`config.mk`:
```
export PLATFORM = sky130hd
export DESIGN_NAME = lzsd_cmd_queue
export DESIGN_NICKNAME = d
export VERILOG_FILES = /design/src/hw/rtl/lzss_stream_decompressor_top_defines.svh /design/src/hw/rtl/lzsd_pkg.sv /design/src/hw/rtl/lzsd_cmd_queue.sv
export SDC_FILE = /design/constraint.sdc
export NUM_CORES = 1
export LEC_CHECK = 0
export CAP_MARGIN = 0
export CORE_MARGIN = 4
export CORE_UTILIZATION = 45
export CTS_CLUSTER_DIAMETER = 30
export CTS_CLUSTER_SIZE = 8
export DETAILED_ROUTE_END_ITERATION = 16
export DONT_BUFFER_PORTS = 1
export GPL_TIMING_DRIVEN = 0
export PLACE_DENSITY = 0.66
export RECOVER_POWER = 25
export SLEW_MARGIN = 20
export SYNTH_ARGS = -nofsm -noshare
export SYNTH_HDL_FRONTEND = slang
export SYNTH_SLANG_ARGS = --single-unit
export TNS_END_PERCENT = 20
```
`constraint.sdc`:
```
create_clock -name clk_i -period 9.64 [get_ports clk_i]
set_clock_uncertainty 0.15 [all_clocks]
set_input_delay 1.928 -clock clk_i [delete_from_list [all_inputs] [get_ports clk_i]]
set_output_delay 1.928 -clock clk_i [all_outputs]
set_load 0.01 [all_outputs]
```
`src/hw/rtl/lzss_stream_decompressor_top_defines.svh`:
```
// ---------------------------------------------------------------------------
// lzss stream decompressor assertion macros
// concurrent checks that compile away when SYNTH is defined
// ---------------------------------------------------------------------------
`ifndef LZSS_STREAM_DECOMPRESSOR_TOP_DEFINES_SVH
`define LZSS_STREAM_DECOMPRESSOR_TOP_DEFINES_SVH
`ifndef SYNTH
// property must hold at every rising clock edge outside reset
`define LZSD_ASSERT(lbl, clk, rst_n, prop, msg) \
  lbl: assert property (@(posedge clk) disable iff (!rst_n) (prop)) else $error(msg);
// condition must never be seen outside reset
`define LZSD_ASSERT_NEVER(lbl, clk, rst_n, cond, msg) \
  lbl: assert property (@(posedge clk) disable iff (!rst_n) !(cond)) else $error(msg);
`else
`define LZSD_ASSERT(lbl, clk, rst_n, prop, msg)
`define LZSD_ASSERT_NEVER(lbl, clk, rst_n, cond, msg)
`endif
`endif

```
`src/hw/rtl/lzsd_pkg.sv`:
```
// ---------------------------------------------------------------------------
// lzsd_pkg
// shared constants, codes and types of the lzss stream decompressor
// ---------------------------------------------------------------------------
`timescale 1ns / 1ps

package lzsd_pkg;

  // window memory, a power of two between 4096 and 65536 entries
  localparam int unsigned WINDOW_DEPTH = 16384;
  localparam int unsigned AW           = $clog2(WINDOW_DEPTH);

  // field widths
  localparam int unsigned LEN_W  = 25;
  localparam int unsigned OFF_W  = 12;
  localparam int unsigned DIST_W = 14;  // offset times three
  localparam int unsigned SUB_W  = (AW > DIST_W) ? AW : DIST_W;
  localparam int unsigned CNT_W  = 6;   // up to 48 bytes per reference
  localparam int unsigned FIDX_W = 3;

  // result queue in the back end
  localparam int unsigned OUT_DEPTH = 4;
  localparam int unsigned OPTR_W    = $clog2(OUT_DEPTH);
  localparam int unsigned OCNT_W    = OPTR_W + 1;

  // command queue between front and back
  localparam int unsigned CMDQ_DEPTH = 2;
  localparam int unsigned CQPTR_W    = $clog2(CMDQ_DEPTH);
  localparam int unsigned CQCNT_W    = CQPTR_W + 1;

  localparam logic [LEN_W-1:0] OUTPUT_LENGTH_RST = 25'd16777216;

  // configuration register indexes
  typedef enum logic {
    CFG_PIXEL_MODE    = 1'b0,
    CFG_OUTPUT_LENGTH = 1'b1
  } cfg_idx_e;

  // parser phase
  typedef enum logic [1:0] {
    PH_FLAG,
    PH_TOKEN,
    PH_REF_HI
  } phase_e;

  // back end command kinds
  typedef enum logic [1:0] {
    CMD_LIT,
    CMD_COPY,
    CMD_ERR
  } cmd_kind_e;

  typedef struct packed {
    logic             pixel_mode;
    logic [LEN_W-1:0] output_length;
  } cfg_t;

  typedef struct packed {
    cmd_kind_e        kind;
    logic [7:0]       data;
    logic [CNT_W-1:0] cnt;
    logic [AW-1:0]    rd_addr;
    logic [AW-1:0]    wr_addr;
    logic             done;     // last byte fills the output length
  } cmd_t;

  typedef struct packed {
    logic [7:0] data;
    logic       last;
    logic       bad;
    logic       done;
  } res_t;

endpackage

```
`src/hw/rtl/lzsd_cmd_queue.sv`:
```
// ---------------------------------------------------------------------------
// lzsd_cmd_queue
// two-entry command queue between the parser and the copy engine
// ---------------------------------------------------------------------------
`timescale 1ns / 1ps

module lzsd_cmd_queue (
  input  logic            clk_i,
  input  logic            rst_ni,
  input  logic            push_i,
  input  lzsd_pkg::cmd_t  cmd_i,
  output logic            full_o,
  input  logic            pop_i,
  output logic            valid_o,
  output lzsd_pkg::cmd_t  cmd_o
);
  import lzsd_pkg::*;

  cmd_t                mem_q [CMDQ_DEPTH];
  logic [CQPTR_W-1:0]  wptr_q, rptr_q;
  logic [CQCNT_W-1:0]  cnt_q;
  logic                do_push, do_pop;

  assign full_o  = (cnt_q == CQCNT_W'(CMDQ_DEPTH));
  assign valid_o = (cnt_q != '0);
  assign cmd_o   = mem_q[rptr_q];
  assign do_push = push_i && !full_o;
  assign do_pop  = pop_i && valid_o;

  // pointers and fill count
  always_ff @(posedge clk_i or negedge rst_ni) begin
    if (!rst_ni) begin
      wptr_q <= '0;
      rptr_q <= '0;
      cnt_q  <= '0;
    end else begin
      if (do_push) wptr_q <= wptr_q + CQPTR_W'(1);
      if (do_pop)  rptr_q <= rptr_q + CQPTR_W'(1);
      cnt_q <= cnt_q + CQCNT_W'(do_push) - CQCNT_W'(do_pop);
    end
  end

  // entry storage
  always_ff @(posedge clk_i) begin
    if (do_push) mem_q[wptr_q] <= cmd_i;
  end

endmodule

```
==> impl_metrics.json <==
{
  "critical_path_class": "reg2out",
  "synth_top_family_by_area": "multiplexers",
  "holdPathStages": 1,
  "pre_cts_ws_ns": 6.265,
  "numCtsBuffers": 9,
  "synth_nets": 209,
  "power_density_nw_per_um2": 316.1,
  "worst_slack_ns": 6.174,
  "relSlewSlack_pct": 53.25,
  "clkSinkCount": 94,
  "synthAdderAreaFrac_pct": 0.6923,
  "setup-tns-final_ns": 0,
  "drt_iter0_markers": 45,
  "power.share.clock_pct": 23.1,
  "critPathMostFrequentCell": "buf_6",
  "dieArea_um2": 9531,
  "critPathSlowestCell": "dfrtp_1",
  "cts_tree": "built",
  "area_growth_pct": 11.73,
  "grt_max_degree": 26,
  "synth.area.top_cells": "edfxtp_1 (75%), mux2_4 (16%), dfrtp_1 (2.8%)",
  "synth-seq-cells": 94,
  "postRouteWirelength_um": 5580,
  "leakage_uw": 0.001449,
  "rsz0062_at_grt": "false",
  "cts.clk_slew.worst_paths_ns": 0.08,
  "crit_arrival_ns": 1.39,
  "ys_seq_area_share_pct": 77.54,
  "startpoint_type": "flip-flop",
  "clkLatencyLatePin_ns": 0.33,
  "ir_drop_v": 0.0001860,
  "portBuffers": 0,
  "synth_xor_area_share_pct": 0.9692,
  "nNetsFinal": 222,
  "dr.pass1.iters": 4,
  "hp-class": "reg2reg",
  "synth-compound-area-share_pct": 0,
  "dp_hpwl_um": 3976,
  "finalWorstPathRequiredPeriod_ns": 3.466,
  "grt_usage_pct": 11.88,
  "tightest_slew_ns": 0.6995,
  "grt.overflow.total": 0,
  "layout-drive-gt1-share_pct": 38.64,
  "synth.area.mux_share_pct": 18.07,
  "netlist_area_um2": 3615,
  "wl_per_cell_um": 20.07,
  "num_vias": 1437,
  "cp_max_fo": 10,
  "rows": 32,
  "hold_violations": 0,
  "core_um2": 7767,
  "die_y_um": 97.63,
  "cts_setup_buffers": 0,
  "switchingPower_uw": 354.1,
  "num_antenna_cells": 0,
  "drv_cap": 0,
  "vias_per_cell": 5.169,
  "ys_warn_count": 0,
  "pwr-share-seq_pct": 45.9,
  "first_global_vias": 1528,
  "start_util_pct": 46.54,
  "yosysUniqueCellTypes": 15,
  "synth_area_per_cell_um2": 22.88,
  "cp_num_cells": 3,
  "fmax_mhz": 288.5,
  "drc_errors": 0,
  "cp-end-kind": "output port",
  "p_sw_share_pct": 27.74,
  "htreeDepth": 3,
  "critical-path-top-delay-family": "buffers and inverters",
  "drv_slew": 0,
  "reg2regPathDepth": 4,
  "clock_path_buffers": 2,
  "antenna_found_initial": 0,
  "gp_congestion": 0.6891,
  "cts_resized": 0,
  "synthCells": 158,
  "synth_simple_gate_area_share_pct": 0.9692,
  "fin_crit_sh_pct": 35.96,
  "dieWidth_um": 97.63,
  "yosysTopAreaCell": "edfxtp_1",
  "crit_chain": "buf_6, buf_6, mux2_4",
  "combPwrFrac_pct": 31.0,
  "max_stage_delay_ns": 0.34,
  "cts_root_buf": "clkbuf_8",
  "p_int_uw": 922.4,
  "grt_first_pass_wirelength_um": 8473,
  "outcome": "finished clean",
  "hold_buffers": 0,
  "setup_viol_count_final": 0,
  "worst-path-buf-inv": 2,
  "io_pins": 96,
  "cp.required_ns": 7.56,
  "ant_nets": 0,
  "synth_top_area_share_pct": 74.77
}
[cell usage in the layout (no fill, tap or decap)]
| cell | synthesis | routed |
|---|---|---|
| nand2b_1 | 1 | 1 |
| edfxtp_1 | 90 | 90 |
| ha_1 | 2 | 2 |
| clkbuf_8 | 0 | 9 |
| mux2_4 | 39 | 39 |
| and3_2 | 0 | 1 |
| inv_1 | 2 | 2 |
| dfrtp_1 | 4 | 4 |
| nand2_1 | 1 | 1 |
| xnor2_1 | 3 | 3 |
| or2_1 | 1 | 1 |
| bufinv_16 | 0 | 3 |
| and2_4 | 1 | 1 |
| mux2_2 | 6 | 6 |
| nor2_4 | 0 | 1 |
| clkinvlp_4 | 0 | 1 |
| buf_6 | 5 | 5 |
| buf_16 | 0 | 2 |
| xor2_1 | 1 | 1 |
| clkbuf_1 | 0 | 3 |
[state kept, by name (all words and copies together) (netlist names)]
signal,flops
cnt_q,2
wptr_q,1
rptr_q,1
mem_q,90
[final timing paths]
path                                    startpoint                      to  slack, ns
worst max register to register  cnt_q[1]$_DFF_PN0_  mem_q[0][13]$_DFFE_PP_       7.65
worst min register to register  cnt_q[0]$_DFF_PN0_      cnt_q[0]$_DFF_PN0_       0.39
max in group asynchronous                   rst_ni      rptr_q$_DFFE_PN0P_       8.14
min in group asynchronous                   rst_ni      wptr_q$_DFFE_PN0P_       1.13
worst min-delay path            cnt_q[0]$_DFF_PN0_      cnt_q[0]$_DFF_PN0_       0.39
worst max-delay path            rptr_q$_DFFE_PN0P_                cmd_o[2]       6.17
[power groups by stage]
stage          clock (µW)  sequential [µW]  combinational, µW
5_1_grt               324              593                423
3_5_place_dp            0              596                405
4_1_cts               304              587                406
2_1_floorplan           0              590                326
6_report              295              586                396
3_3_place_gp            0              597                374
[synth_stat cells, drive strengths merged]
library cell,n
xor2,1
xnor2,3
and3,1
edfxtp,90
and2,1
nand2,1
nand2b,1
ha,2
or2,1
inv,2
dfrtp,4
buf,5
mux2,45
nor2,1
[worst reg2reg max path: stages (launching register included)]
cell and delay (ns):
dfrtp_1 0.42, nand2b_1 0.12, nand2_1 0.15, nor2_4 0.57, buf_16 0.26
[final cells by class]
cell class / instances / area (µm²)
well taps: 102 / 127.6
repair buffers: 2 / 55.05
clock buffers: 12 / 135.1
inverters: 2 / 7.507
multi-input cells: 57 / 757.0
clock inverters: 4 / 97.59
fillers: 636 / 3729
flip-flops and latches: 94 / 2803
plain buffers: 5 / 56.30
[through the flow]
stage	power [µW]	area, µm²	util, %	hold slack (ns)	cells
global route	1340	4039	52.00	0.4102	278
CTS	1297	4039	52.00	0.3996	278
finish	1277	4039	52.00	0.3913	278
global placement	971.0	3742	48.18	0.3263	260
detailed placement	1001	3806	49.00	0.3810	262
floorplan	916.4	3615	-	0.3101	158
[metal layers]
layer / vias to the layer above / part of all wire (%) / track usage (%)
met5: - / 0 / 0
met4: 0 / 1.8 / 5.751
met2: 63 / 52 / 20.24
met3: 11 / 10 / 6.030
met1: 727 / 35 / 11.98
li1: 636 / - / -
[logic make-up (layout without fill, tap and decap cells)]
kind of cell / after synthesis / count (layout)
buffers and inverters: 7 / 25
muxes: 45 / 45
xor gates and xnor gates: 4 / 4
DFF: 94 / 94
adders and majority gates: 2 / 2
and+or+nand+nor: 6 / 6
(Power assumes the default switching activity.)
