--- src/hw/rtl/lzss_stream_decompressor_top_defines.svh ---
// ---------------------------------------------------------------------------
// lzss stream decompressor assertion macros
// concurrent checks that compile away when SYNTH is defined
// ---------------------------------------------------------------------------
`ifndef LZSS_STREAM_DECOMPRESSOR_TOP_DEFINES_SVH
`define LZSS_STREAM_DECOMPRESSOR_TOP_DEFINES_SVH
`ifndef SYNTH
// property must hold at every rising clock edge outside reset
`define LZSD_ASSERT(lbl, clk, rst_n, prop, msg) \
  lbl: assert property (@(posedge clk) disable iff (!rst_n) (prop)) else $error(msg);
// condition must never be seen outside reset
`define LZSD_ASSERT_NEVER(lbl, clk, rst_n, cond, msg) \
  lbl: assert property (@(posedge clk) disable iff (!rst_n) !(cond)) else $error(msg);
`else
`define LZSD_ASSERT(lbl, clk, rst_n, prop, msg)
`define LZSD_ASSERT_NEVER(lbl, clk, rst_n, cond, msg)
`endif
`endif

--- src/hw/rtl/lzsd_pkg.sv ---
// ---------------------------------------------------------------------------
// lzsd_pkg
// shared constants, codes and types of the lzss stream decompressor
// ---------------------------------------------------------------------------
`timescale 1ns / 1ps

package lzsd_pkg;

  // window memory, a power of two between 4096 and 65536 entries
  localparam int unsigned WINDOW_DEPTH = 16384;
  localparam int unsigned AW           = $clog2(WINDOW_DEPTH);

  // field widths
  localparam int unsigned LEN_W  = 25;
  localparam int unsigned OFF_W  = 12;
  localparam int unsigned DIST_W = 14;  // offset times three
  localparam int unsigned SUB_W  = (AW > DIST_W) ? AW : DIST_W;
  localparam int unsigned CNT_W  = 6;   // up to 48 bytes per reference
  localparam int unsigned FIDX_W = 3;

  // result queue in the back end
  localparam int unsigned OUT_DEPTH = 4;
  localparam int unsigned OPTR_W    = $clog2(OUT_DEPTH);
  localparam int unsigned OCNT_W    = OPTR_W + 1;

  // command queue between front and back
  localparam int unsigned CMDQ_DEPTH = 2;
  localparam int unsigned CQPTR_W    = $clog2(CMDQ_DEPTH);
  localparam int unsigned CQCNT_W    = CQPTR_W + 1;

  localparam logic [LEN_W-1:0] OUTPUT_LENGTH_RST = 25'd16777216;

  // configuration register indexes
  typedef enum logic {
    CFG_PIXEL_MODE    = 1'b0,
    CFG_OUTPUT_LENGTH = 1'b1
  } cfg_idx_e;

  // parser phase
  typedef enum logic [1:0] {
    PH_FLAG,
    PH_TOKEN,
    PH_REF_HI
  } phase_e;

  // back end command kinds
  typedef enum logic [1:0] {
    CMD_LIT,
    CMD_COPY,
    CMD_ERR
  } cmd_kind_e;

  typedef struct packed {
    logic             pixel_mode;
    logic [LEN_W-1:0] output_length;
  } cfg_t;

  typedef struct packed {
    cmd_kind_e        kind;
    logic [7:0]       data;
    logic [CNT_W-1:0] cnt;
    logic [AW-1:0]    rd_addr;
    logic [AW-1:0]    wr_addr;
    logic             done;     // last byte fills the output length
  } cmd_t;

  typedef struct packed {
    logic [7:0] data;
    logic       last;
    logic       bad;
    logic       done;
  } res_t;

endpackage

--- src/hw/rtl/lzsd_front.sv ---
// ---------------------------------------------------------------------------
// lzsd_front
// token parser: takes compressed bytes, tracks flags and output count,
// and hands literal, copy and error commands to the back end
// ---------------------------------------------------------------------------
`timescale 1ns / 1ps

module lzsd_front (
  input  logic            clk_i,
  input  logic            rst_ni,
  input  lzsd_pkg::cfg_t  cfg_i,
  input  logic            in_valid_i,
  input  logic [7:0]      in_byte_i,
  input  logic            in_first_i,
  input  logic            cmd_full_i,
  output logic            cmd_push_o,
  output lzsd_pkg::cmd_t  cmd_o
);
  import lzsd_pkg::*;

  phase_e              phase_q, phase_d;
  logic [7:0]          flags_q, flags_d;
  logic [FIDX_W-1:0]   fidx_q, fidx_d;
  logic [7:0]          offlo_q, offlo_d;
  logic [1:0]          lpart_q, lpart_d;
  logic                halted_q, halted_d;
  logic [LEN_W-1:0]    bw_q, bw_d;

  phase_e              phase_cur, tok_phase;
  logic [7:0]          flags_cur, offlo_cur;
  logic [FIDX_W-1:0]   fidx_cur, tok_fidx;
  logic [1:0]          lpart_cur;
  logic                halted_cur;
  logic [LEN_W-1:0]    bw_cur, room;
  logic                accept, ignore, lit_bit, lit_ends;
  logic [15:0]         code;
  logic [OFF_W-1:0]    off;
  logic [3:0]          len;
  logic [DIST_W-1:0]   ref_dist;
  logic [CNT_W-1:0]    len1, cnt_raw, cnt_eff;
  logic                bad, done_copy;
  logic [SUB_W-1:0]    src;

  // a first byte clears the stream state before it is parsed
  assign phase_cur  = in_first_i ? PH_FLAG : phase_q;
  assign flags_cur  = in_first_i ? 8'd0 : flags_q;
  assign fidx_cur   = in_first_i ? '0 : fidx_q;
  assign offlo_cur  = in_first_i ? 8'd0 : offlo_q;
  assign lpart_cur  = in_first_i ? 2'd0 : lpart_q;
  assign halted_cur = in_first_i ? 1'b0 : halted_q;
  assign bw_cur     = in_first_i ? '0 : bw_q;

  assign accept = in_valid_i && !cmd_full_i;
  assign ignore = halted_cur || (bw_cur >= cfg_i.output_length);
  assign room   = cfg_i.output_length - bw_cur;

  // token bookkeeping after a finished token
  assign tok_fidx  = fidx_cur + FIDX_W'(1);
  assign tok_phase = (fidx_cur == '1) ? PH_FLAG : PH_TOKEN;
  assign lit_bit   = flags_cur[fidx_cur];
  assign lit_ends  = !cfg_i.pixel_mode || (lpart_cur >= 2'd2);

  // reference decode
  assign code = {in_byte_i, offlo_cur};
  assign off  = code[15:4];
  assign len  = code[3:0];
  assign ref_dist = cfg_i.pixel_mode ? (DIST_W'({off, 1'b0}) + DIST_W'(off)) : DIST_W'(off);
  assign len1 = CNT_W'(len) + CNT_W'(1);
  assign cnt_raw = cfg_i.pixel_mode ? (CNT_W'({len1, 1'b0}) + len1)
                                    : (CNT_W'(len) + CNT_W'(2));
  assign bad  = (ref_dist == '0) || (LEN_W'(ref_dist) > bw_cur);

  // copy cut short at the output length
  assign done_copy = room <= LEN_W'(cnt_raw);
  assign cnt_eff   = done_copy ? room[CNT_W-1:0] : cnt_raw;
  assign src       = bw_cur[SUB_W-1:0] - SUB_W'(ref_dist);

  // next phase
  always_comb begin
    phase_d = phase_q;
    if (accept) begin
      phase_d = phase_cur;
      if (!ignore) begin
        case (phase_cur)
          PH_FLAG:   phase_d = PH_TOKEN;
          PH_REF_HI: if (!bad) phase_d = tok_phase;
          default: begin
            if (lit_bit) begin
              phase_d = lit_ends ? tok_phase : PH_TOKEN;
            end else begin
              phase_d = PH_REF_HI;
            end
          end
        endcase
      end
    end
  end

  // parser datapath
  always_comb begin
    flags_d  = flags_q;
    fidx_d   = fidx_q;
    offlo_d  = offlo_q;
    lpart_d  = lpart_q;
    halted_d = halted_q;
    bw_d     = bw_q;
    if (accept) begin
      flags_d  = flags_cur;
      fidx_d   = fidx_cur;
      offlo_d  = offlo_cur;
      lpart_d  = lpart_cur;
      halted_d = halted_cur;
      bw_d     = bw_cur;
      if (!ignore) begin
        case (phase_cur)
          PH_FLAG: begin
            flags_d = in_byte_i;
            fidx_d  = '0;
          end
          PH_REF_HI: begin
            if (bad) begin
              halted_d = 1'b1;
            end else begin
              bw_d   = bw_cur + LEN_W'(cnt_eff);
              fidx_d = tok_fidx;
            end
          end
          default: begin
            if (lit_bit) begin
              bw_d = bw_cur + LEN_W'(1);
              if (lit_ends) begin
                lpart_d = 2'd0;
                fidx_d  = tok_fidx;
              end else begin
                lpart_d = lpart_cur + 2'd1;
              end
            end else begin
              offlo_d = in_byte_i;
            end
          end
        endcase
      end
    end
  end

  // command to the back end
  always_comb begin
    cmd_push_o    = 1'b0;
    cmd_o.kind    = CMD_LIT;
    cmd_o.data    = in_byte_i;
    cmd_o.cnt     = CNT_W'(1);
    cmd_o.rd_addr = src[AW-1:0];
    cmd_o.wr_addr = bw_cur[AW-1:0];
    cmd_o.done    = (room == LEN_W'(1));
    if (accept && !ignore) begin
      case (phase_cur)
        PH_FLAG: cmd_push_o = 1'b0;
        PH_REF_HI: begin
          cmd_push_o = 1'b1;
          if (bad) begin
            cmd_o.kind = CMD_ERR;
            cmd_o.done = 1'b0;
          end else begin
            cmd_o.kind = CMD_COPY;
            cmd_o.cnt  = cnt_eff;
            cmd_o.done = done_copy;
          end
        end
        default: cmd_push_o = lit_bit;
      endcase
    end
  end

  // parser state
  always_ff @(posedge clk_i or negedge rst_ni) begin
    if (!rst_ni) begin
      phase_q  <= PH_FLAG;
      flags_q  <= 8'd0;
      fidx_q   <= '0;
      offlo_q  <= 8'd0;
      lpart_q  <= 2'd0;
      halted_q <= 1'b0;
      bw_q     <= '0;
    end else begin
      phase_q  <= phase_d;
      flags_q  <= flags_d;
      fidx_q   <= fidx_d;
      offlo_q  <= offlo_d;
      lpart_q  <= lpart_d;
      halted_q <= halted_d;
      bw_q     <= bw_d;
    end
  end

endmodule

--- config.mk ---
export PLATFORM = sky130hd
export DESIGN_NAME = lzsd_front
export DESIGN_NICKNAME = d
export VERILOG_FILES = /design/src/hw/rtl/lzss_stream_decompressor_top_defines.svh /design/src/hw/rtl/lzsd_pkg.sv /design/src/hw/rtl/lzsd_front.sv
export SDC_FILE = /design/constraint.sdc
export NUM_CORES = 1
export LEC_CHECK = 0
export BUFFER_PORTS_ARGS = -buffer_cell sky130_fd_sc_hd__buf_2
export CORE_AREA = 2 2 116 118
export DETAILED_ROUTE_END_ITERATION = 10
export DIE_AREA = 0 0 118 120
export HOLD_SLACK_MARGIN = 0.03
export PLACE_DENSITY = 0.85
export SYNTH_ARGS = -nofsm -noshare
export SYNTH_HDL_FRONTEND = slang
export SYNTH_SLANG_ARGS = --single-unit
--- constraint.sdc ---
create_clock -name clk_i -period 7.5 [get_ports clk_i]
set_input_delay 0.375 -clock clk_i [delete_from_list [all_inputs] [get_ports clk_i]]
set_output_delay 0.375 -clock clk_i [all_outputs]
set_load 0.01 [all_outputs]
==> flow_summary.toml, run 1 <==
[status]
result_of_the_run = "completed"

[sta]
finalSetupTns_ns = 0
hold_viol_final = 0
finalMaxSlewViolations = 0
max_slew_margin_pct = 30.1
fin_crit_sh_pct = 86.9
setup_viol = 0
worst_pin_slew_ns = 1.05
final.setup_skew_ns = 0.00450
final_setup_slack_of_the_worst_path_ns = 0.986
fmaxAchievable_mhz = 154
shortest_clock_period_the_worst_path_allows_after_layout_ns = 6.51
rsz_0062_raised_after_global_routing = "no"

[cts]
cts.path.max_buffers = 2
post_cts_resize_count = 0
cts_num_sinks = 49
clk_latency_ns = 0.29
clk_pin_slew_worst_paths_ns = 0.06
cts.repair_timing.setup_buffer_count = 0
tritoncts.num_buffers = 5
cts.hold.buffers_added = 0
cts_tree = "done"
cts_max_level = 2
cts.root.buffer_cell = "sky130_fd_sc_hd__clkbuf_16"

[setup_path]
worst-endpoint-required_ns = 7.72
cp_common_cell = "sky130_fd_sc_hd__ha_1"
startpoint_type = "primary input"
worst_path_largest_cell_delay_ns = 0.51
worst-endpoint-arrival_ns = 6.73
path_class = "primary input to flip-flop"
endpoint_kind = "flip-flop"
cp_slowest_cell = "sky130_fd_sc_hd__buf_2"
worst-r2r-cell-count = 29
cp_max_fo = 36

[yosys]
simple_gate_share_of_the_synthesized_area_pct = 22.7
post_syn_instances = 894
synth.yosys.warnings = 0
synth_top_family_by_area = "compound AO/OA/AOI/OAI gates"
dominant_synthesized_flop_cell = "sky130_fd_sc_hd__dfrtp_1"
yosys_top_cell_area_share_pct = 17.8
ys_async_sr_fraction_pct = 100
synth.most_common_cell = "sky130_fd_sc_hd__nand2_1"
ys_seq_elements = 49
synth_sequential_area_ratio_pct = 17.8
cell_types_occupying_the_most_area_after_synthesis = "sky130_fd_sc_hd__dfrtp_1 18%, sky130_fd_sc_hd__ha_1 15%, sky130_fd_sc_hd__nand2_1 5.8%"
postSynthNetCount = 1020
post-synth-top-area-cell = "sky130_fd_sc_hd__dfrtp_1"
avg_cell_area_syn_sq_um = 7.71
synth_mux_area_share_pct = 3.29
number_of_enable_type_register_cells_in_the_synthesized_netlist = 0
yosys.cell_types.count = 70
netlist_top_cells_count = "107 x sky130_fd_sc_hd__nand2_1, 83 x sky130_fd_sc_hd__ha_1, 63 x sky130_fd_sc_hd__inv_1, 53 x sky130_fd_sc_hd__a21oi_1, 52 x sky130_fd_sc_hd__nor2_1"
synth-xor-area-share_pct = 7.88
synth_compound_gate_area_share_pct = 25.9
synth_adder_area_share_pct = 16.2
mappedNetlistArea_sq_um = 6890

[global_routing]
global_route.usage.met3_pct = 4.04
grt-ovfl-total = 0
maximum_number_of_pins_on_one_net_before_global_route_repair = 50
grt_pass1_wl_um = 33000
grt_util_all_layers_pct = 28.8
groute.layer.met2.usage_pct = 43.7
first_global_vias = 6529
busiest_layer = "met2"
initial_antenna_violation_count = 0
grt.met1_usage_pct = 40.8

[floorplan]
chipWidth_um = 118
placeableCoreArea_sq_um = 13000
overall_die_area_sq_um = 14200
rows = 42
top_level_ports = 85
die_height_um = 120
initial_utilization_pct = 53.1

[detailed_routing]
dr_total_vias = 7177
number_of_optimization_iterations_in_the_first_detailed_route_pass = 6
antenna_violation_net_count_after_detailed_routing = 0
post_drt_via_cell_ratio = 6.33
drc_errors = 0
drt-total-wl_um = 20700
avgRoutedWirePerCell_um = 18.3
first_iter_violations = 873

[place]
place_congestion = 1.01
placement.io_buffers = 84
dpl.cell_count = 1126
dpl_worst_slack_ns = 0.807
dp_hpwl_um = 16300

[job]
drv.max_cap_violation_count = 0

[min_path]
class_of_the_tightest_hold_or_removal_check = "primary input to asynchronous set/reset pin"

[power]
static-leakage-power_nw = 3.61
vdd.ir_drop.worst_mv = 0.111
powerDensity_nw_per_um2 = 144
report.power.total_w = 0.00109

[final_layout]
n_antenna_cell = 0
final_layout_size_suffix_gt1_share_pct = 13.0
fillCellCount = 1192
layout-area-overhead-vs-synth_pct = 10.1
finish.net_count = 1083
final_instance_count_without_filler_cells = 1134
## layer usage
| metal | routed length [um] | part of all wire [%] | vias to the layer above |
|---|---|---|---|
| met5 | 0 | 0 | - |
| met4 | 874 | 4.2 | 0 |
| met3 | 1840 | 8.9 | 74 |
| met2 | 8930 | 43 | 423 |
| met1 | 9070 | 44 | 3299 |
| li1 | - | - | 3381 |
## cell usage in the layout (no fill, tap or decap), types with 5 or more instances in the layout
| master | count |
|---|---|
| sky130_fd_sc_hd__nand2b_1 | 11 |
| sky130_fd_sc_hd__nor2_1 | 52 |
| sky130_fd_sc_hd__a31oi_1 | 15 |
| sky130_fd_sc_hd__xor2_1 | 23 |
| sky130_fd_sc_hd__nor4_1 | 9 |
| sky130_fd_sc_hd__nand3_1 | 20 |
| sky130_fd_sc_hd__ha_1 | 83 |
| sky130_fd_sc_hd__mux2_2 | 5 |
| sky130_fd_sc_hd__o21ai_0 | 34 |
| sky130_fd_sc_hd__buf_2 | 84 |
| sky130_fd_sc_hd__a211o_1 | 9 |
| sky130_fd_sc_hd__mux2i_1 | 11 |
| sky130_fd_sc_hd__a32oi_1 | 6 |
| sky130_fd_sc_hd__a211oi_1 | 8 |
| sky130_fd_sc_hd__nand4_1 | 13 |
| sky130_fd_sc_hd__clkbuf_16 | 5 |
| sky130_fd_sc_hd__and2_1 | 10 |
| sky130_fd_sc_hd__a21oi_1 | 53 |
| sky130_fd_sc_hd__o211ai_1 | 13 |
| sky130_fd_sc_hd__o21a_1 | 12 |
| sky130_fd_sc_hd__nand2_1 | 107 |
| sky130_fd_sc_hd__and3_1 | 11 |
| sky130_fd_sc_hd__o21bai_1 | 7 |
| sky130_fd_sc_hd__nor2b_1 | 29 |
| sky130_fd_sc_hd__nor3_1 | 26 |
| sky130_fd_sc_hd__buf_4 | 11 |
| sky130_fd_sc_hd__o31ai_1 | 5 |
| sky130_fd_sc_hd__xnor2_1 | 39 |
| sky130_fd_sc_hd__a311oi_1 | 6 |
| sky130_fd_sc_hd__a21o_1 | 22 |
| sky130_fd_sc_hd__a22o_1 | 18 |
| sky130_fd_sc_hd__nor3b_1 | 6 |
| sky130_fd_sc_hd__dfrtp_1 | 49 |
| sky130_fd_sc_hd__inv_1 | 63 |
| sky130_fd_sc_hd__o21ai_1 | 17 |
## sequential cells by signal, indices dropped and copies added, names as in the netlist
signal / flops
bw_q: 25
flags_q: 8
offlo_q: 8
fidx_q: 3
lpart_q: 2
phase_q: 2
halted_q: 1
## critical path: cells and delay by family
| family | cells | cell delay, ns |
|---|---|---|
| AO/OA/AOI/OAI | 10 | 2.22 |
| XOR/XNOR | 3 | 0.72 |
| buffers and inverters | 3 | 0.66 |
| multiplexers | 2 | 0.53 |
| AND/OR/NAND/NOR | 9 | 1.12 |
| adder cells (fa/ha/maj) | 4 | 1.09 |
## worst paths after layout
path                                        start                     end  slack (ns)
min in group clk_i                   in_byte_i[6]  offlo_q[6]$_DFFE_PN0P_        0.43
setup reg to reg           offlo_q[1]$_DFFE_PN0P_    bw_q[21]$_DFFE_PN0P_        1.21
hold / removal                             rst_ni    bw_q[19]$_DFFE_PN0P_        0.18
setup / recovery                       in_first_i    bw_q[21]$_DFFE_PN0P_        0.99
hold reg to reg            lpart_q[0]$_DFFE_PN0P_  lpart_q[0]$_DFFE_PN0P_        0.50
max in group asynchronous                  rst_ni  offlo_q[0]$_DFFE_PN0P_        6.90
## kinds of logic after synthesis
| group | after synthesis |
|---|---|
| AOI/OAI and AO/OA | 261 |
| xor gates and xnor gates | 62 |
| adders and majority gates | 87 |
| DFF | 49 |
| buffers and inverters | 104 |
| muxes | 19 |
| and+or+nand+nor | 312 |
## stage by stage
step / hold WS [ns] / util, % / instance area [sq um]
6_report: 0.180 / 58.4 / 7580
5_1_grt: 0.255 / 58.4 / 7580
4_1_cts: 0.210 / 58.4 / 7580
3_5_place_dp: 0.483 / 57.3 / 7430
3_3_place_gp: 0.473 / 57.3 / 7430
2_1_floorplan: 0.0794 / - / 6890
## where the power goes
| part | switching (W) | internal (W) | total [W] |
|---|---|---|---|
| combinational | 0.000323 | 0.000223 | 0.000547 |
| clock | 0.0000948 | 0.000133 | 0.000227 |
| sequential | 0.0000294 | 0.000291 | 0.000320 |
## cell type report
class	count	area (sq um)	share of cell area, %
tap	176	220	2.90
multi-input combinational	741	5240	69.1
clock buffer	6	139	1.83
timing repair buffer	95	503	6.63
sequential	49	1230	16.2
clock inverter	2	13.8	0.181
inverter	65	244	3.22
Power figures use the tool's default switching activity.
==> inputs of run 2 (changes only) <==
GPL_TIMING_DRIVEN = 0   (was default)
==> run 2 against run 1 <==
  * Total power grew 2.9%
  * Final cell count grew 2.3%
  * Critical path depth shrank 8
  * First-iteration DRC count grew 5.4%
  * Setup slack lost 0.52 ns
  * Non-clock buffer count grew 26
  * Via count grew 1.8%
  * Combinational power is essentially flat
  * Sequential share of layout area shrank 0.24 points
  * Largest cell class unchanged
  * Highest routed layer unchanged
==> flow_summary.toml, run 2 (synthesized netlist as in run 1, its figures left out) <==
[detailed_routing]
drt-total-wl_um = 20800
antenna_violation_net_count_after_detailed_routing = 0
dr_total_vias = 7303
post_drt_via_cell_ratio = 6.30
avgRoutedWirePerCell_um = 17.9
drc_errors = 0
number_of_optimization_iterations_in_the_first_detailed_route_pass = 6
first_iter_violations = 920

[power]
pwr-share-clk_pct = 23.3
p_seq_share_pct = 28.1
power.net_switching_w = 0.000456
power.switching_fraction_pct = 40.4
p_int_w = 0.000671
power.share.combinational_pct = 48.6
static-leakage-power_nw = 3.65
powerDensity_nw_per_um2 = 146
vdd.ir_drop.worst_mv = 0.107

[final_layout]
reg_top3 = "bw_q (25), flags_q (8), offlo_q (8)"
final_layout_size_suffix_gt1_share_pct = 12.9
most_frequent_standard_cell_in_the_layout_excluding_fill_and_tap_cells = "sky130_fd_sc_hd__nand2_1"
largest_reg_flops = 25
layout-area-overhead-vs-synth_pct = 11.7
layout.cells.most_common_list = "107 x sky130_fd_sc_hd__nand2_1, 86 x sky130_fd_sc_hd__buf_2, 83 x sky130_fd_sc_hd__ha_1"
final-seq-area_sq_um = 1230
fillCellCount = 1175
finish.net_count = 1109
largest_register = "bw_q"
n_antenna_cell = 0
area_used_by_multi_input_combinational_logic_sq_um = 5240

[status]
result_of_the_run = "completed"

[sta]
shortest_clock_period_the_worst_path_allows_after_layout_ns = 7.04
max_slew_margin_pct = 21.7
final_setup_slack_of_the_worst_path_ns = 0.464
setup_viol = 0
finalSetupTns_ns = 0
finalMaxSlewViolations = 0
final.setup_skew_ns = 0.00789
rsz_0062_raised_after_global_routing = "no"
fmaxAchievable_mhz = 142
hold_viol_final = 0
fin_crit_sh_pct = 93.8
worst_pin_slew_ns = 1.17

[setup_path]
worst-endpoint-arrival_ns = 6.66
worst-endpoint-required_ns = 7.12
endpoint_kind = "primary output"
r2r_end = "bw_q[21]$_DFFE_PN0P_"
startpoint_type = "primary input"
path_class = "primary input to primary output"
r2r_start = "bw_q[4]$_DFFE_PN0P_"
worst-r2r-cell-count = 23
timing.reg2reg.setup_slack_ns = 0.97
cp_max_fo = 10

[place]
dp_hpwl_um = 16300
placement.io_buffers = 83
place_congestion = 0.992
dpl_worst_slack_ns = 0.181

[cts]
cts.root.buffer_cell = "sky130_fd_sc_hd__clkbuf_16"
tritoncts.num_buffers = 5
cts_tree = "done"
post_cts_resize_count = 0
cts_max_level = 2
clk_latency_ns = 0.30
clk_pin_slew_worst_paths_ns = 0.07
cts.path.max_buffers = 2
cts_num_sinks = 49
cts.repair_timing.setup_buffer_count = 0
cts.hold.buffers_added = 0

[floorplan]
chipWidth_um = 118
initial_utilization_pct = 53.1
overall_die_area_sq_um = 14200
die_height_um = 120
top_level_ports = 85
rows = 42
placeableCoreArea_sq_um = 13000

[global_routing]
first_global_vias = 6516
grt_pass1_wl_um = 33000
grt-ovfl-total = 0
grt_util_all_layers_pct = 28.9
initial_antenna_violation_count = 0
maximum_number_of_pins_on_one_net_before_global_route_repair = 50

[min_path]
class_of_the_tightest_hold_or_removal_check = "primary input to asynchronous set/reset pin"

[job]
drv.max_cap_violation_count = 0
## run 2: cell types whose count changed in the layout (fill, tap and decap cells not counted), moves of 2 or more
| cell | previous run | this run |
|---|---|---|
| sky130_fd_sc_hd__clkbuf_1 | 0 | 23 |
| sky130_fd_sc_hd__buf_4 | 11 | 8 |
| sky130_fd_sc_hd__buf_1 | 0 | 2 |
| sky130_fd_sc_hd__buf_2 | 84 | 86 |
| sky130_fd_sc_hd__clkbuf_2 | 0 | 2 |
## run 2: worst max-delay path: stages
cell                       delay (ns)
sky130_fd_sc_hd__clkbuf_1        0.48
sky130_fd_sc_hd__clkbuf_2        0.42
sky130_fd_sc_hd__clkbuf_1        0.47
sky130_fd_sc_hd__nor2b_1         0.21
sky130_fd_sc_hd__ha_1            0.30
sky130_fd_sc_hd__fa_1            0.43
sky130_fd_sc_hd__a21o_1          0.23
sky130_fd_sc_hd__a221oi_1        0.51
sky130_fd_sc_hd__o31ai_1         0.17
sky130_fd_sc_hd__xor2_1          0.17
sky130_fd_sc_hd__a21oi_1         0.46
sky130_fd_sc_hd__ha_1            0.40
sky130_fd_sc_hd__nand3_1         0.11
sky130_fd_sc_hd__nor2_1          0.07
sky130_fd_sc_hd__o21ai_0         0.07
sky130_fd_sc_hd__a21oi_1         0.06
sky130_fd_sc_hd__o21ai_0         0.38
sky130_fd_sc_hd__a21boi_2        0.36
sky130_fd_sc_hd__and3_1          0.26
sky130_fd_sc_hd__clkbuf_2        0.31
sky130_fd_sc_hd__a32oi_1         0.09
sky130_fd_sc_hd__nor2_1          0.16
sky130_fd_sc_hd__buf_2           0.16
## run 2: final cells by class
type,count,area share [%]
Buffer,38,2.32
Clock buffer,5,1.63
Clock inverter,3,0.601
Inverter,65,3.17
Multi-Input combinational cell,741,68.1
Sequential cell,49,15.9
Tap cell,176,2.86
Timing Repair Buffer,83,5.40
## run 2: worst max path at each step
| stage | slack [ns] | cells after the start | endpoint | startpoint |
|---|---|---|---|---|
| after floorplan | 1.52 | 28 | bw_q[21]$_DFFE_PN0P_ | in_first_i |
| after global placement | 0.23 | 27 | bw_q[17]$_DFFE_PN0P_ | in_first_i |
| after detailed placement | 0.18 | 27 | bw_q[18]$_DFFE_PN0P_ | in_first_i |
| after CTS | 0.30 | 24 | cmd_o[0] | in_first_i |
| after global routing | 0.04 | 31 | bw_q[15]$_DFFE_PN0P_ | in_first_i |
| final | 0.46 | 23 | cmd_o[0] | in_first_i |
## run 2: per-stage QoR
| step | std cells | power, W | instance area (sq um) | hold WS [ns] | util (%) |
|---|---|---|---|---|---|
| detailed placement | 1153 | 0.000854 | 7520 | 0.475 | 58.0 |
| CTS | 1161 | 0.00112 | 7700 | 0.351 | 59.3 |
| global placement | 1153 | 0.000845 | 7520 | 0.475 | 58.0 |
| global route | 1160 | 0.00119 | 7700 | 0.425 | 59.3 |
| floorplan | 894 | 0.000700 | 6890 | 0.0794 | - |
| finish | 1160 | 0.00113 | 7700 | 0.322 | 59.3 |
## run 2: layer usage
metal	routed length [um]	GRT usage [%]	up-vias
met4	670	10.4	0
li1	-	-	3432
met3	1840	3.42	69
met1	8810	40.0	3410
met5	0	0	-
met2	9450	46.5	392
## run 2: power groups by stage
stage | Sequential, W | Clock, W | Combinational, W
3_5_place_dp | 0.000321 | 0 | 0.000533
4_1_cts | 0.000316 | 0.000264 | 0.000538
2_1_floorplan | 0.000314 | 0 | 0.000386
3_3_place_gp | 0.000320 | 0 | 0.000526
6_report | 0.000317 | 0.000262 | 0.000547
5_1_grt | 0.000321 | 0.000273 | 0.000596
